$ cat config.mk
export PLATFORM = sky130hd
export DESIGN_NAME = sixteen_segment_text_display_scanner
export DESIGN_NICKNAME = d
export VERILOG_FILES = /design/src/rtl/core/ssd_pkg.sv /design/src/rtl/core/sixteen_segment_text_display_scanner.sv /design/src/rtl/core/ssd_char_cell.sv /design/src/rtl/core/ssd_glyph_lane.sv
export VERILOG_INCLUDE_DIRS = /design/src /design/src/rtl/core
export SDC_FILE = /design/constraint.sdc
export NUM_CORES = 2
export LEC_CHECK = 0
export BUFFER_PORTS_ARGS = -buffer_cell sky130_fd_sc_hd__clkbuf_2
export CAP_MARGIN = 10
export CORE_UTILIZATION = 30
export CTS_CLUSTER_DIAMETER = 30
export DETAILED_ROUTE_END_ITERATION = 12
export GPL_ROUTABILITY_DRIVEN = 0
export PLACE_DENSITY_LB_ADDON = 0.08
export SETUP_SLACK_MARGIN = 0.05
export SLEW_MARGIN = 20
export SYNTH_ARGS = -nofsm -noshare
export SYNTH_HDL_FRONTEND = slang
export SYNTH_MEMORY_MAX_BITS = 65536
export SYNTH_SLANG_ARGS = --single-unit
$ cat constraint.sdc
create_clock -name clk_i -period 4.52 [get_ports clk_i]
set_input_delay 0.452 -clock clk_i [delete_from_list [all_inputs] [get_ports clk_i]]
set_output_delay 0.452 -clock clk_i [all_outputs]
set_load 0.005 [all_outputs]
$ cat src/rtl/core/assert_macros.svh
// assertion helpers, clocked on clk_i with active-low reset rst_ni
`ifndef ASSERT_MACROS_SVH
`define ASSERT_MACROS_SVH

`ifndef SYNTH
`define ASSERT_RST(lbl, prop) \
  lbl: assert property (@(posedge clk_i) disable iff (!rst_ni) prop) \
    else $error("assertion failed");
`define ASSERT_ALWAYS(lbl, prop) \
  lbl: assert property (@(posedge clk_i) prop) \
    else $error("assertion failed");
`else
`define ASSERT_RST(lbl, prop)
`define ASSERT_ALWAYS(lbl, prop)
`endif

`endif

$ cat src/rtl/core/ssd_pkg.sv
package ssd_pkg;

  localparam int unsigned LINE_LEN     = 12;
  localparam int unsigned FONT_ENTRIES = 96;
  localparam int unsigned IDX_W        = $clog2(FONT_ENTRIES);

  localparam logic [7:0] HYPHEN_CODE     = 8'd45;
  localparam logic [7:0] FIRST_PRINTABLE = 8'd32;

  typedef enum logic [1:0] {
    FUNC_RX    = 2'd0,
    FUNC_TICK  = 2'd1,
    FUNC_GLYPH = 2'd2
  } func_e;

  typedef struct packed {
    logic shift;
    logic copy;
  } ssd_cell_ctrl_t;

  typedef struct packed {
    logic             en;
    logic [IDX_W-1:0] idx;
    logic [15:0]      bits;
  } ssd_glyph_wr_t;

  localparam logic [3:0] BIT_DEST [16] = '{
    4'd6, 4'd8, 4'd3, 4'd10, 4'd9, 4'd15, 4'd12, 4'd5,
    4'd1, 4'd2, 4'd7, 4'd4, 4'd11, 4'd13, 4'd14, 4'd0
  };

  // power-up font, entries for H, I and f left blank
  localparam logic [15:0] FONT_RESET [FONT_ENTRIES] = '{
    16'h0000, 16'h000C, 16'h0204, 16'hAA3C, 16'hAABB, 16'hEE99, 16'h9371, 16'h0200,
    16'h1400, 16'h4100, 16'hFF00, 16'hAA00, 16'h4000, 16'h8800, 16'h1000, 16'h4400,
    16'h44FF, 16'h040C, 16'h8877, 16'h083F, 16'h888C, 16'h90B3, 16'h88FB, 16'h000F,
    16'h88FF, 16'h88BF, 16'h2200, 16'h4200, 16'h9400, 16'h8830, 16'h4900, 16'h2807,
    16'h0AF7, 16'h88CF, 16'h2A3F, 16'h00F3, 16'h223F, 16'h80F3, 16'h80C3, 16'h08FB,
    16'h0000, 16'h0000, 16'h007C, 16'h94C0, 16'h00F0, 16'h05CC, 16'h11CC, 16'h00FF,
    16'h88C7, 16'h10FF, 16'h98C7, 16'h88BB, 16'h2203, 16'h00FC, 16'h44C0, 16'h50CC,
    16'h5500, 16'h88BC, 16'h4433, 16'h2212, 16'h1100, 16'h2221, 16'h5000, 16'h0030,
    16'h0100, 16'hA070, 16'hA0E0, 16'h8060, 16'h281C, 16'hC060, 16'h0000, 16'hA2A1,
    16'hA0C0, 16'h2000, 16'h2260, 16'h3600, 16'h00C0, 16'hA848, 16'hA040, 16'hA060,
    16'h82C1, 16'hA281, 16'h8040, 16'hA0A1, 16'h80E0, 16'h2060, 16'h4040, 16'h5048,
    16'h5500, 16'h0A1C, 16'hC020, 16'hA212, 16'h2200, 16'h2A21, 16'hCC00, 16'h0000
  };

  function automatic logic [15:0] font_entry(input logic [IDX_W-1:0] idx);
    logic [15:0] r;
    r = '0;
    if (32'(idx) < FONT_ENTRIES) begin
      r = FONT_RESET[idx];
    end
    return r;
  endfunction

  function automatic logic [15:0] permute(input logic [15:0] v);
    logic [15:0] r;
    r = '0;
    for (int i = 0; i < 16; i++) begin
      if (v[i]) begin
        r[BIT_DEST[i]] = 1'b1;
      end
    end
    return r;
  endfunction

endpackage

$ cat src/rtl/core/sixteen_segment_text_display_scanner.sv
// Sixteen-segment text display scanner, 12 characters on 4 anodes.
// Input channel (in_valid_i / in_stall_o): one transaction per cycle. func_i
// selects a received byte (printable shifts into the pending line, control
// byte publishes it to the shown line), a scan tick, or a glyph table write.
// Output channel (out_valid_o / out_stall_i): one transaction per scan tick
// carrying the active-low anode lines and three permuted glyph words.
// A tick is read from the glyph RAM at acceptance, then passes through the
// output register before it is presented.
// Throughput: one transaction per cycle of any kind while in_stall_o is low;
// ticks flow back to back, set by the registered RAM read in all three lanes.
// Received bytes and glyph writes take effect at their acceptance edge and
// are seen by every later tick.
// When the receiver stalls, the output holds its transaction; one more tick
// waits in the read stage, after which in_stall_o rises until the output drains.
// Reset returns both lines to hyphens, the scan to anode 0, and the glyph
// table to the power-up font; there is no clearing pass.
`include "assert_macros.svh"

module sixteen_segment_text_display_scanner import ssd_pkg::*; (
  input  logic                clk_i,
  input  logic                rst_ni,
  input  logic                in_valid_i,
  output logic                in_stall_o,
  input  logic [1:0]          func_i,
  input  logic [7:0]          rx_byte_i,
  input  logic [IDX_W-1:0]    glyph_index_i,
  input  logic [15:0]         glyph_bits_i,
  output logic                out_valid_o,
  input  logic                out_stall_i,
  output logic [3:0]          anode_drive_o,
  output logic [15:0]         first_word_o,
  output logic [15:0]         second_word_o,
  output logic [15:0]         third_word_o
);

  logic           in_acc, tick_acc, rx_acc, advance;
  ssd_cell_ctrl_t cell_ctrl;
  ssd_glyph_wr_t  glyph_wr;
  logic [7:0]     pend [LINE_LEN];
  logic [7:0]     pend_in [LINE_LEN];
  logic [7:0]     shown [LINE_LEN];
  logic [7:0]     code [3];
  logic [15:0]    word [3];

  logic [1:0]  phase_q, phase_d;
  logic        a_valid_q, a_valid_d;
  logic [3:0]  a_anode_q;
  logic        out_valid_q, out_valid_d;
  logic [3:0]  anode_q;
  logic [15:0] first_word_q, second_word_q, third_word_q;

  assign advance    = !out_valid_q || !out_stall_i;
  assign in_stall_o = a_valid_q && !advance;
  assign in_acc     = in_valid_i && !in_stall_o;
  assign tick_acc   = in_acc && (func_i == FUNC_TICK);
  assign rx_acc     = in_acc && (func_i == FUNC_RX);

  assign cell_ctrl.shift = rx_acc && (rx_byte_i >= FIRST_PRINTABLE);
  assign cell_ctrl.copy  = rx_acc && (rx_byte_i < FIRST_PRINTABLE);

  assign glyph_wr.en   = in_acc && (func_i == FUNC_GLYPH)
                         && (32'(glyph_index_i) < FONT_ENTRIES);
  assign glyph_wr.idx  = glyph_index_i;
  assign glyph_wr.bits = glyph_bits_i;

  always_comb begin
    for (int i = 0; i < LINE_LEN - 1; i++) begin
      pend_in[i] = pend[i+1];
    end
    pend_in[LINE_LEN-1] = rx_byte_i;
  end

  for (genvar g = 0; g < LINE_LEN; g++) begin : g_cell
    ssd_char_cell u_cell (
      .clk_i   (clk_i),
      .rst_ni  (rst_ni),
      .ctrl_i  (cell_ctrl),
      .pend_i  (pend_in[g]),
      .pend_o  (pend[g]),
      .shown_o (shown[g])
    );
  end

  // character triplet of the current anode
  always_comb begin
    case (phase_q)
      2'd0: begin
        code[0] = shown[10];
        code[1] = shown[4];
        code[2] = shown[2];
      end
      2'd1: begin
        code[0] = shown[11];
        code[1] = shown[5];
        code[2] = shown[3];
      end
      2'd2: begin
        code[0] = shown[8];
        code[1] = shown[6];
        code[2] = shown[0];
      end
      default: begin
        code[0] = shown[9];
        code[1] = shown[7];
        code[2] = shown[1];
      end
    endcase
  end

  for (genvar k = 0; k < 3; k++) begin : g_lane
    ssd_glyph_lane u_lane (
      .clk_i     (clk_i),
      .rst_ni    (rst_ni),
      .wr_i      (glyph_wr),
      .rd_en_i   (tick_acc),
      .rd_code_i (code[k]),
      .word_o    (word[k])
    );
  end

  always_comb begin
    phase_d     = tick_acc ? 2'(phase_q + 2'd1) : phase_q;
    a_valid_d   = tick_acc ? 1'b1 : (advance ? 1'b0 : a_valid_q);
    out_valid_d = advance ? a_valid_q : out_valid_q;
  end

  always_ff @(posedge clk_i or negedge rst_ni) begin
    if (!rst_ni) begin
      phase_q     <= 2'd0;
      a_valid_q   <= 1'b0;
      out_valid_q <= 1'b0;
    end else begin
      phase_q     <= phase_d;
      a_valid_q   <= a_valid_d;
      out_valid_q <= out_valid_d;
    end
  end

  always_ff @(posedge clk_i) begin
    if (tick_acc) begin
      a_anode_q <= ~(4'b0001 << phase_q);
    end
    if (advance && a_valid_q) begin
      anode_q       <= a_anode_q;
      first_word_q  <= word[0];
      second_word_q <= word[1];
      third_word_q  <= word[2];
    end
  end

  assign out_valid_o   = out_valid_q;
  assign anode_drive_o = anode_q;
  assign first_word_o  = first_word_q;
  assign second_word_o = second_word_q;
  assign third_word_o  = third_word_q;

  `ASSERT_RST(a_phase_step, tick_acc |=> (phase_q == 2'($past(phase_q) + 2'd1)))
  `ASSERT_ALWAYS(a_anode_onehot, out_valid_o |-> $onehot(~anode_drive_o))
  `ASSERT_RST(a_stage_drain, (a_valid_q && advance) |=> out_valid_q)

endmodule

$ cat src/rtl/core/ssd_char_cell.sv
module ssd_char_cell import ssd_pkg::*; (
  input  logic           clk_i,
  input  logic           rst_ni,
  input  ssd_cell_ctrl_t ctrl_i,
  input  logic [7:0]     pend_i,
  output logic [7:0]     pend_o,
  output logic [7:0]     shown_o
);

  logic [7:0] pend_q, pend_d;
  logic [7:0] shown_q, shown_d;

  always_comb begin
    pend_d  = ctrl_i.shift ? pend_i : pend_q;
    shown_d = ctrl_i.copy ? pend_q : shown_q;
  end

  always_ff @(posedge clk_i or negedge rst_ni) begin
    if (!rst_ni) begin
      pend_q  <= HYPHEN_CODE;
      shown_q <= HYPHEN_CODE;
    end else begin
      pend_q  <= pend_d;
      shown_q <= shown_d;
    end
  end

  assign pend_o  = pend_q;
  assign shown_o = shown_q;

endmodule

$ cat src/rtl/core/ssd_glyph_lane.sv
module ssd_glyph_lane import ssd_pkg::*; (
  input  logic          clk_i,
  input  logic          rst_ni,
  input  ssd_glyph_wr_t wr_i,
  input  logic          rd_en_i,
  input  logic [7:0]    rd_code_i,
  output logic [15:0]   word_o
);

  logic [15:0]             mem_q [FONT_ENTRIES];
  logic [FONT_ENTRIES-1:0] written_q;
  logic [15:0]             data_q;
  logic [IDX_W-1:0]        idx_q;
  logic                    hit_q;
  logic                    blank_q;
  logic [IDX_W-1:0]        rd_idx;
  logic                    rd_blank;
  logic                    rd_hit;
  logic [15:0]             glyph;

  assign rd_idx   = IDX_W'(rd_code_i - FIRST_PRINTABLE);
  assign rd_blank = rd_code_i[7] | (rd_code_i < FIRST_PRINTABLE);
  assign rd_hit   = !rd_blank && written_q[rd_idx];

  always_ff @(posedge clk_i) begin
    if (wr_i.en) begin
      mem_q[wr_i.idx] <= wr_i.bits;
    end
    if (rd_en_i) begin
      data_q <= mem_q[rd_idx];
      idx_q  <= rd_idx;
    end
  end

  always_ff @(posedge clk_i or negedge rst_ni) begin
    if (!rst_ni) begin
      written_q <= '0;
      hit_q     <= 1'b0;
      blank_q   <= 1'b1;
    end else begin
      if (wr_i.en) begin
        written_q[wr_i.idx] <= 1'b1;
      end
      if (rd_en_i) begin
        hit_q   <= rd_hit;
        blank_q <= rd_blank;
      end
    end
  end

  assign glyph  = hit_q ? data_q : font_entry(idx_q);
  assign word_o = blank_q ? 16'h0000 : permute(glyph);

endmodule

==> impl_metrics.csv <==
group,metric,value,unit
outcome,status,"complete, no violations",
sta,final-hold-violation-count,0,
die,ioPinCount,91,
synth,synth-simple-area-share,0.1833,
routing,drtIter0Drc,16036,
power_and_ir_drop,power,119.0,mW
sta,timing.final.crit_share,0.9830,
placement,hpwl,411.6,mm
clocking,cts_tree,"yes",
min_path,hold_path_depth,5,
worst_setup_path,cp-startpoint,"phase_q[0]",
synth,async_flop_share,0.2278,
final_layout,final_cells,18065,
grt,grt_overflow,0,
clocking,clockBufferDepth,4,
worst_setup_path,cp.arrival,5220,ps
routing,ant_nets,0,
routing,routedWlPerCell,34.09,µm
grt,antenna_found_initial,64,
sta,hold_ws,36.73,ps
synth,yosysUniqueCellTypes,82,
synth,yosysSeqAreaShare,0.5290,
worst_setup_path,path_delay_family,"buffers and inverters",
final_layout,post-route-cell-area,151400,µm²
final_layout,layout_common_cells,"nand2_1, edfxtp_1, a21oi_1, buf_4, clkbuf_16",
die,die-area,394900,µm²
die,die_h,628.4,µm
synth,ys.flop_type,"edfxtp_1",
routing,drt-pass1-iter-count,9,
routing,routed_wl,615.9,mm
synth,synth_compound_area_frac,0.1416,
synth,synth_top_family_by_area,"simple AND/OR/NAND/NOR gates",
clocking,numCtsBuffers,598,
final_layout,drive_above_1_share,0.2065,
worst_setup_path,required,5300,ps
sta,rsz0062_at_grt,"true",
grt,gr-usage-all-layers,0.3001,
power_and_ir_drop,p_leak,59.43,nW
grt,grt_pass1_vias,102993,
synth,muxShareOfSynthArea,0.1004,
grt,grt_pass1_wl,840.0,mm
min_path,hold_path_class,"in -> reg",
job,cap_viol_max_count,0,
placement,io_buffer_count,90,
worst_setup_path,path_depth,13,
sta,finalSetupViolCount,0,
clocking,clkSinkCount,2151,
synth,ys_seq_elements,2151,
final_layout,final_util,0.3884,
sta,clock_skew,60.90,ps
worst_setup_path,critPathKind,"reg -> reg",
sta,slew_viol_final,0,
synth,synth_fa_ha_area_frac,0.003168,
sta,worst_pin_slew,1291,ps
clocking,cts.clk_slew.worst_paths,50,ps
routing,drc,0,
synth,synth_cells,11699,
synth,yosys_warnings,0,
min_path,min_from,"func_i[1]",
worst_setup_path,slowest_delay,540,ps
synth,syn_nets,11765,
die,start_util,0.3021,
sta,max_slew_margin,0.1396,
worst_setup_path,crit_chain,"inv_1, ha_2, buf_4, a222oi_1, mux2_4, inv_4, nand3_2, buf_12, buf_4, o21ai_1, a31oi_4, buf_4, or4_1",
clocking,clock_latency,1060,ps
synth,syn_avg_cell_area,10.06,µm²
worst_setup_path,worst-path-buf-inv,6,
final_layout,fillers,37667,
synth,synthXorXnorAreaFrac,0.0002976,
final_layout,final_common_cell,"nand2_1",
sta,max_clock_freq,225.1,MHz
worst_setup_path,timing.rr.start,"phase_q[0]",
placement,placed_area,129800,µm²
worst_setup_path,crit_top_cell,"buf_4",
worst_setup_path,crit_path_top_delay_cell,"o21ai_1",
worst_setup_path,critPathCaptureType,"flop",
final_layout,nets,12408,
synth,syn-cell-area,117700,µm²
routing,viasPerCell,5.949,
worst_setup_path,crit_fanout,18,
clocking,root_buffer,"clkbuf_16",
power_and_ir_drop,powerDensity,786.4,nW/µm²
routing,vias,107471,
worst_setup_path,rr_worst_depth,13,
worst_setup_path,start_kind,"flop",
die,die_w,628.4,µm
synth,synth_edf_count,1661,
final_layout,area_delta_synth_final,28.58,%
clocking,htreeDepth,6,
die,coreArea,389700,µm²
sta,period_needed,4443,ps
grt,grt_max_degree,124,
placement,dp.cells,16899,
power_and_ir_drop,vdd_ir_drop_max,0.5159,mV
die,num_rows,229,
[flip-flops by register name, indices dropped and copies added, names as in the netlist, 3 cells and up]
register                 count
a_anode_q                    4
anode_drive_o                4
first_word_o                16
g_cell.u_cell.pend_o        96
g_cell.u_cell.shown_o       96
g_lane.u_lane.blank_q        3
g_lane.u_lane.data_q        48
g_lane.u_lane.hit_q          3
g_lane.u_lane.idx_q         21
g_lane.u_lane.mem_q       1536
g_lane.u_lane.written_q    288
second_word_o               16
third_word_o                16
[cells by family (layout without fill, tap and decap cells)]
kind of cell | count (synthesis) | count (layout)
AO/OA/AOI/OAI | 2559 | 2559
XOR/XNOR | 4 | 4
flip-flops | 2151 | 2151
adder cells (fa/ha/maj) | 30 | 30
buffers and inverters | 1106 | 2256
AND/OR/NAND/NOR | 5025 | 5025
multiplexers | 824 | 824
other | 0 | 19
[synthesized netlist by cell type, types with 19 or more instances]
cell,number,area share
a22o_1,29,0.0022
a221oi_1,118,0.0088
nor3_1,81,0.0034
a211o_1,29,0.0022
o211ai_1,62,0.0040
a31oi_1,170,0.0090
inv_1,116,0.0037
a32o_1,89,0.0076
a222oi_1,22,0.0019
nor2_1,309,0.0099
clkbuf_1,448,0.014
ha_1,29,0.0031
a211oi_1,52,0.0033
a21oi_1,961,0.041
nand4_1,36,0.0019
o21ai_0,285,0.012
a311oi_1,42,0.0031
a21o_1,24,0.0015
and3_1,167,0.0089
buf_4,50,0.0032
buf_6,32,0.0031
nand2_1,3322,0.11
nor4_1,50,0.0027
o31ai_1,23,0.0015
mux2_2,101,0.0097
a2111oi_0,23,0.0017
edfxtp_1,1661,0.42
mux4_2,275,0.053
or3_1,32,0.0017
o2111ai_1,23,0.0017
mux2i_1,448,0.038
a21boi_0,20,0.0013
a32oi_1,99,0.0074
o22ai_1,109,0.0058
o221ai_1,19,0.0014
dfstp_2,99,0.022
nand2b_1,244,0.013
or2_2,84,0.0045
buf_1,128,0.0041
nor2b_1,50,0.0027
buf_2,315,0.013
nand3_1,600,0.026
dfrtp_1,391,0.083
a22oi_1,237,0.015
[cell type report]
| type | instances | area (µm²) | area share |
|---|---|---|---|
| repair buffers | 1016 | 10020 | 0.06618 |
| multi-input cells | 8442 | 51130 | 0.3378 |
| inverters | 133 | 559.3 | 0.003695 |
| clock inverters | 402 | 5046 | 0.03334 |
| flip-flops and latches | 2151 | 62260 | 0.4114 |
| clock buffers | 705 | 15790 | 0.1043 |
| well taps | 5197 | 6502 | 0.04296 |
| diodes | 19 | 47.55 | 0.0003141 |
[metal layers]
| metal | track usage | vias up | wire length, µm |
|---|---|---|---|
| met5 | 0 | - | 208 |
| met4 | 0.1530 | 34 | 34780 |
| met3 | 0.07194 | 1320 | 65310 |
| met2 | 0.4469 | 7066 | 264700 |
| met1 | 0.4051 | 54416 | 250900 |
| li1 | - | 44635 | - |
[path summary, 6_finish.rpt]
path,end,slack (ps)
setup / recovery,g_lane[0].u_lane.data_q[8],80
hold / removal,g_cell[10].u_cell.pend_o[0],40
setup reg to reg,g_lane[0].u_lane.data_q[8],80
hold reg to reg,g_cell[0].u_cell.pend_o[0],450
max in group asynchronous,g_lane[0].u_lane.written_q[59],3690
min in group asynchronous,g_cell[4].u_cell.pend_o[0],110
[report_power, final]
group          leakage (nW)  internal (mW)  switching [mW]
logic                  28.0           17.2            35.2
registers              21.4           22.3           0.792
clock network          10.0           29.8            13.7
[through the flow]
stage               TNS (ps)  setup WS (ps)
floorplan                  0           1130
global placement       -5525         -898.1
detailed placement     -3046         -439.0
CTS                        0          53.75
global route               0          25.16
finish                     0          76.83
[timing repair]
item | CTS | global route
hold buffers | 23 | 0
endpoints found under the setup margin | 23 | 26
cloned | 0 | 2
gates resized for setup | 29 | 34
buffers inserted | 6 | 10
pin swaps | 2 | 6
endpoints found under the hold margin | 629 | 0
[worst register-to-register path, delay by kind of cell (launching register included)]
| family | cells | cell delay (ps) |
|---|---|---|
| buf+inv | 6 | 1400 |
| simple gates | 2 | 800 |
| fa+ha+maj | 1 | 280 |
| flops | 1 | 440 |
| mux | 1 | 390 |
| compound gates | 3 | 860 |
(Power assumes the default switching activity.)
